$ cat src/sv/avs_pkg.sv
// Shared constants, op codes and saturation functions of the velocity servo PID.
// No dependencies.
`timescale 1ns / 1ps
package avs_pkg;
    localparam logic [1:0] OP_TICK = 2'd0;
    localparam logic [1:0] OP_SEED = 2'd1;
    localparam logic [1:0] OP_INIT = 2'd2;

    localparam logic [2:0] REG_GAIN  = 3'd0;
    localparam logic [2:0] REG_IFAC  = 3'd1;
    localparam logic [2:0] REG_FF    = 3'd2;
    localparam logic [2:0] REG_DTIME = 3'd3;
    localparam logic [2:0] REG_FRIC  = 3'd4;
    localparam logic [2:0] REG_LIMIT = 3'd5;
    localparam logic [2:0] REG_LOPOS = 3'd6;
    localparam logic [2:0] REG_HIPOS = 3'd7;

    localparam int unsigned DT_MIN = 1678;
    localparam int unsigned QBITS  = 32;   // quotient bits of derivative divide

    localparam logic signed [47:0] MAX48 = 48'sh7FFF_FFFF_FFFF;
    localparam logic signed [47:0] MIN48 = 48'sh8000_0000_0000;

    function automatic logic signed [31:0] sat32(input logic signed [79:0] v);
        if (v > 80'sd2147483647) return 32'sh7FFF_FFFF;
        if (v < -80'sd2147483648) return 32'sh8000_0000;
        return v[31:0];
    endfunction

    function automatic logic signed [47:0] sat48(input logic signed [79:0] v);
        if (v > 80'(MAX48)) return MAX48;
        if (v < 80'(MIN48)) return MIN48;
        return v[47:0];
    endfunction
endpackage

$ cat src/sv/avs_divider.sv
// Restoring divider: 71-bit dividend by 24-bit divisor, QBITS quotient bits, one per cycle.
// Flags a quotient that does not fit in QBITS bits. Depends on avs_pkg.
`timescale 1ns / 1ps
module avs_divider
    import avs_pkg::*;
(
    input  logic             i_clk,
    input  logic             i_rst_n,
    input  logic             i_start,
    input  logic [70:0]      i_num,
    input  logic [23:0]      i_den,
    output logic             o_done,
    output logic             o_ovf,
    output logic [QBITS-1:0] o_quot
);
    logic [QBITS-1:0] r_quot, n_quot;
    logic [23:0] r_rem, n_rem;
    logic [23:0] r_den;
    logic [5:0]  r_cnt, n_cnt;
    logic        r_busy;
    logic        r_ovf;
    logic [24:0] w_trial, w_diff;

    always_comb begin
        w_trial = {r_rem, r_quot[QBITS-1]};
        w_diff  = w_trial - {1'b0, r_den};
        n_rem   = w_trial[23:0];
        n_quot  = {r_quot[QBITS-2:0], 1'b0};
        if (w_trial >= {1'b0, r_den}) begin
            n_rem     = w_diff[23:0];
            n_quot[0] = 1'b1;
        end
        n_cnt = r_cnt - 6'd1;
    end

    always_ff @(posedge i_clk) begin
        if (!i_rst_n) begin
            r_busy <= 1'b0;
            r_cnt  <= '0;
        end else if (i_start) begin
            r_busy <= 1'b1;
            r_cnt  <= 6'(QBITS);
        end else if (r_busy) begin
            r_cnt <= n_cnt;
            if (n_cnt == 6'd0) r_busy <= 1'b0;
        end
    end

    // high part of the dividend is the first partial remainder; if it reaches
    // the divisor the quotient needs more than QBITS bits
    always_ff @(posedge i_clk) begin
        if (i_start) begin
            r_quot <= i_num[QBITS-1:0];
            r_rem  <= i_num[QBITS+23:QBITS];
            r_den  <= i_den;
            r_ovf  <= i_num[70:QBITS] >= {{(47-QBITS){1'b0}}, i_den};
        end else if (r_busy) begin
            r_quot <= n_quot;
            r_rem  <= n_rem;
        end
    end

    assign o_done = r_busy && (r_cnt == 6'd1);
    assign o_quot = n_quot;
    assign o_ovf  = r_ovf;
endmodule

$ cat config.mk
export PLATFORM = sky130hd
export DESIGN_NAME = avs_divider
export DESIGN_NICKNAME = d
export VERILOG_FILES = /design/src/sv/avs_pkg.sv /design/src/sv/avs_divider.sv
export SDC_FILE = /design/constraint.sdc
export NUM_CORES = 1
export LEC_CHECK = 0
export BUFFER_PORTS_ARGS = -buffer_cell sky130_fd_sc_hd__buf_4
export CAP_MARGIN = 10
export CELL_PAD_IN_SITES_DETAIL_PLACEMENT = 1
export CELL_PAD_IN_SITES_GLOBAL_PLACEMENT = 1
export CORE_UTILIZATION = 43
export DETAILED_ROUTE_END_ITERATION = 16
export GPL_TIMING_DRIVEN = 0
export HOLD_SLACK_MARGIN = 0.03
export PLACE_DENSITY_LB_ADDON = 0.12
export SLEW_MARGIN = 10
export SYNTH_ARGS = -nofsm -noshare
export SYNTH_HDL_FRONTEND = slang
export SYNTH_SLANG_ARGS = --single-unit
$ cat constraint.sdc
create_clock -name i_clk -period 4.29 [get_ports i_clk]
set_clock_uncertainty 0.2 [all_clocks]
set_input_delay 0.2145 -clock i_clk [delete_from_list [all_inputs] [get_ports i_clk]]
set_output_delay 0.2145 -clock i_clk [all_outputs]
set_load 0.01 [all_outputs]
==> metrics.md <==
| Metric | Value |
|---|---|
| Worst hold slack | 49.9 ps |
| Final cell area excluding filler cells | between 8000 and 9000 µm² |
| Number of top-level pins | between 100 and 150 |
| Combinational group share of total power | 0.422 |
| Initial antenna violation count | 0 |
| Number of synthesized register bits | 88 |
| Antenna diodes | 0 |
| Required time of the worst setup path | between 3000 and 4000 ps |
| Layout-stage area growth over the synthesis result | 38.6% |
| Internal power consumption | 2430 µW |
| Data arrival time of the critical path | approximately 3000 ps |
| IR drop worst, VDD | around 0.00023 V |
| Wire length per cell after detailed routing | between 15 and 20 µm |
| FP Rows | 42 |
| Final routed wirelength across all metal layers | roughly 18000 µm |
| Pwr/cell area | between 400 and 500 nW/µm² |
| Netlist cell types | between 60 and 70 |
| Combined area of all synthesized cells | slightly below 6000 µm² |
| Clock power share | 0.253 |
| Fmax | just under 0.3 GHz |
| Last weighted congestion value of the routability-driven placer | 0.841 |
| Total negative slack for setup checks | 0 ps |
| # resized after CTS | 0 |
| Remaining DRCs | 0 |
| Count of clock tree sinks | about 90 |
| Root buffer cell | sky130_fd_sc_hd__clkbuf_16 |
| Worst min path class | in -> reg |
| Global Route Usage Sum | 0.257 |
| Number of buffers created by CTS | 9 |
| Net count after synthesis | 694 |
| Slew Limit Fails | 0 |
| YS warnings | 0 |
| Via count of the first global-routing pass | 5544 |
| Proportion of layout cells with a drive suffix above 1 | 0.319 |
| Violation count after the first detailed-route iteration | about 150 |
| Area share of the leading cell type in the synthesized netlist | 0.408 |
| # nets final | between 900 and 1000 |
| Maxcap violations | 0 |
| Maximum level of the CTS H-tree | 3 |
| Area of the core region | roughly 13000 µm² |
| Max-slew headroom at the worst pin | 0.426 |
| Pin count of the biggest net entering global routing | between 50 and 60 |
| Pleak | roughly 0.0037 µW |
| Setup repair after global routing missed its margin | false |
| Final critical-path required period | 3430 ps |
| Final worst path period share | 0.799 |
| Peak fanout along the critical path | 10 |
| First drt pass iteration count | 4 |
| Tightest Pin Transition | ~860 ps |
| Initial cell density of the core | 0.445 |
| Net switching component of the power | between 1000 and 1500 µW |
| Routed via count | between 4000 and 5000 |
| Worst-case clock buffer depth | 2 |
| Clk_lat worst skew | between 300 and 400 ps |
| Total grt overflow | 0 |
| Estimated wirelength of the detail-placed design | between 10000 and 15000 µm |
| Routed Antenna Nets | 0 |
| Cell types occupying the most area after synthesis | sky130_fd_sc_hd__edfxtp_1, sky130_fd_sc_hd__ha_1, sky130_fd_sc_hd__mux2_2 |
| Post-Synthesis Cells | roughly 550 |
| Total of endpoints with negative setup slack in the final report | 0 |
| Register share of total power | 0.326 |
| Startpoint kind of the worst setup timing path | flip-flop |
| Number of buffers inserted by port buffering | approximately 130 |
| Clock tree from TritonCTS | yes |
| Switching portion of total power | 0.335 |
| Share of async-settable or async-resettable flops after synthesis | 0 |
| Area used by multi-input combinational logic | 2880 µm² |
| Global-route wire length before repair | roughly 28000 µm |
| Most frequently used flop master after synthesis | sky130_fd_sc_hd__edfxtp_1 |
| Average vias per placed instance | 5.26 |
| Most frequent cell after synthesis | sky130_fd_sc_hd__edfxtp_1 |
| Place WS | 951 ps |
| Endpoint kind of the worst setup timing path | primary output |
| Clock-pin slew of the registers on the worst-case setup and hold paths | 70 ps |
| Pwr Total | 3650 µW |
| Number of flops mapped to enable cells by yosys | 81 |
| Width of the die | about 120 µm |
| Placed Area | 7170 µm² |
| Number of hold-slack violations in the final timing report | 0 |
| Number of fill cells in the layout | between 1000 and 1500 |
| Most numerous cell types in the synthesized netlist | sky130_fd_sc_hd__edfxtp_1, sky130_fd_sc_hd__inv_1, sky130_fd_sc_hd__mux2_2, sky130_fd_sc_hd__ha_1, sky130_fd_sc_hd__buf_4 |
| Result of the run | completed |
| Full die area | 14300 µm² |
| Final worst-path setup slack | ~860 ps |
| DIE HEIGHT | 120 µm |
| Area taken by flip-flops and latches | 2570 µm² |
| Crit Path Category | reg -> out |
| Mapped Avg Cell Area | between 10 and 15 µm² |
| Share of synthesized area occupied by flip-flops and latches | 0.431 |
| Cell accounting for the most synthesized area | sky130_fd_sc_hd__edfxtp_1 |
## cell usage in the layout (no fill, tap or decap), types with 6 or more instances in the layout
master and instances:
sky130_fd_sc_hd__xor2_1 11, sky130_fd_sc_hd__inv_1 55, sky130_fd_sc_hd__edfxtp_1 81, sky130_fd_sc_hd__nor4_1 8, sky130_fd_sc_hd__clkbuf_16 9, sky130_fd_sc_hd__ha_1 50, sky130_fd_sc_hd__nand3_1 8, sky130_fd_sc_hd__nor3_1 7
sky130_fd_sc_hd__and3_1 6, sky130_fd_sc_hd__clkbuf_1 11, sky130_fd_sc_hd__dfxtp_1 7, sky130_fd_sc_hd__nor2_1 27, sky130_fd_sc_hd__dlygate4sd3_1 76, sky130_fd_sc_hd__o21ai_0 17, sky130_fd_sc_hd__a21o_1 21, sky130_fd_sc_hd__mux2_2 54
sky130_fd_sc_hd__nor2b_1 9, sky130_fd_sc_hd__buf_4 163, sky130_fd_sc_hd__o21a_1 6, sky130_fd_sc_hd__nand2_1 25, sky130_fd_sc_hd__a21oi_1 26, sky130_fd_sc_hd__xnor2_1 11, sky130_fd_sc_hd__mux2i_1 6
## area by class of cell
class	instances	share of cell area
Sequential cell	88	0.311
Tap cell	176	0.0266
Buffer	46	0.0368
Inverter	56	0.0254
Clock buffer	10	0.0277
Timing Repair Buffer	207	0.211
Clock inverter	5	0.0126
Multi-Input combinational cell	355	0.349
## routing by layer
| metal | GRT usage | wire length [µm] | up-vias |
|---|---|---|---|
| li1 | - | - | 2392 |
| met1 | 0.300 | 7540 | 2470 |
| met2 | 0.486 | 9600 | 89 |
| met4 | 0.0695 | 212 | 0 |
| met5 | 0 | 0 | - |
| met3 | 0.0347 | 473 | 13 |
## timing repair
item | 4_1_cts | 5_1_grt
hold endpoints to repair | 77 | 0
hold buffers | 76 | 0
buffers inserted | 0 | 0
## power groups by stage
stage / combinational [µW] / clock, µW / sequential (µW)
3_5_place_dp: 1440 / 0 / 1200
4_1_cts: 1530 / 927 / 1190
6_report: 1540 / 923 / 1190
3_3_place_gp: 1390 / 0 / 1200
2_1_floorplan: 1040 / 0 / 1180
5_1_grt: 1690 / 956 / 1210
## state kept, by name, summed over array words and instances, names as in the netlist
name	count
r_den	24
r_rem	24
r_cnt	6
r_quot	32
r_busy	1
o_ovf	1
## worst paths after layout
kind / from / end / slack [ps] / cells after the start
worst min-delay path: i_num[54] / r_rem[22] / 50 / 3
worst min register to register: r_cnt[1] / r_cnt[1] / 330 / 2
worst max-delay path: r_rem[14] / o_quot[0] / 860 / 12
worst max register to register: r_rem[14] / r_rem[13] / 910 / 13
## per-stage QoR
step	instances	utilization
CTS	943	0.617
global placement	852	0.535
detailed placement	852	0.535
global route	943	0.617
finish	943	0.617
floorplan	545	-
## critical path, stage by stage (launching register included)
cell and delay [ps]:
sky130_fd_sc_hd__edfxtp_1 390, sky130_fd_sc_hd__ha_1 390, sky130_fd_sc_hd__and3_1 170, sky130_fd_sc_hd__buf_2 160, sky130_fd_sc_hd__nand2_1 80, sky130_fd_sc_hd__nor3_1 290, sky130_fd_sc_hd__a311oi_1 150, sky130_fd_sc_hd__o221ai_1 130
sky130_fd_sc_hd__nor2_1 110, sky130_fd_sc_hd__inv_2 200, sky130_fd_sc_hd__buf_6 210, sky130_fd_sc_hd__buf_4 250, sky130_fd_sc_hd__buf_4 160
## kinds of logic (layout without fill, tap and decap cells)
logic type / Yosys count / in the layout / synth area share
adder cells (fa/ha/maj): 51 / 51 / 0.108
multiplexers: 61 / 61 / 0.114
flip-flops: 88 / 88 / 0.431
buffers and inverters: 102 / 324 / 0.0862
XOR/XNOR: 22 / 22 / 0.0323
AND/OR/NAND/NOR: 118 / 118 / 0.105
AO/OA/AOI/OAI: 103 / 103 / 0.123
Power figures use the tool's default switching activity.
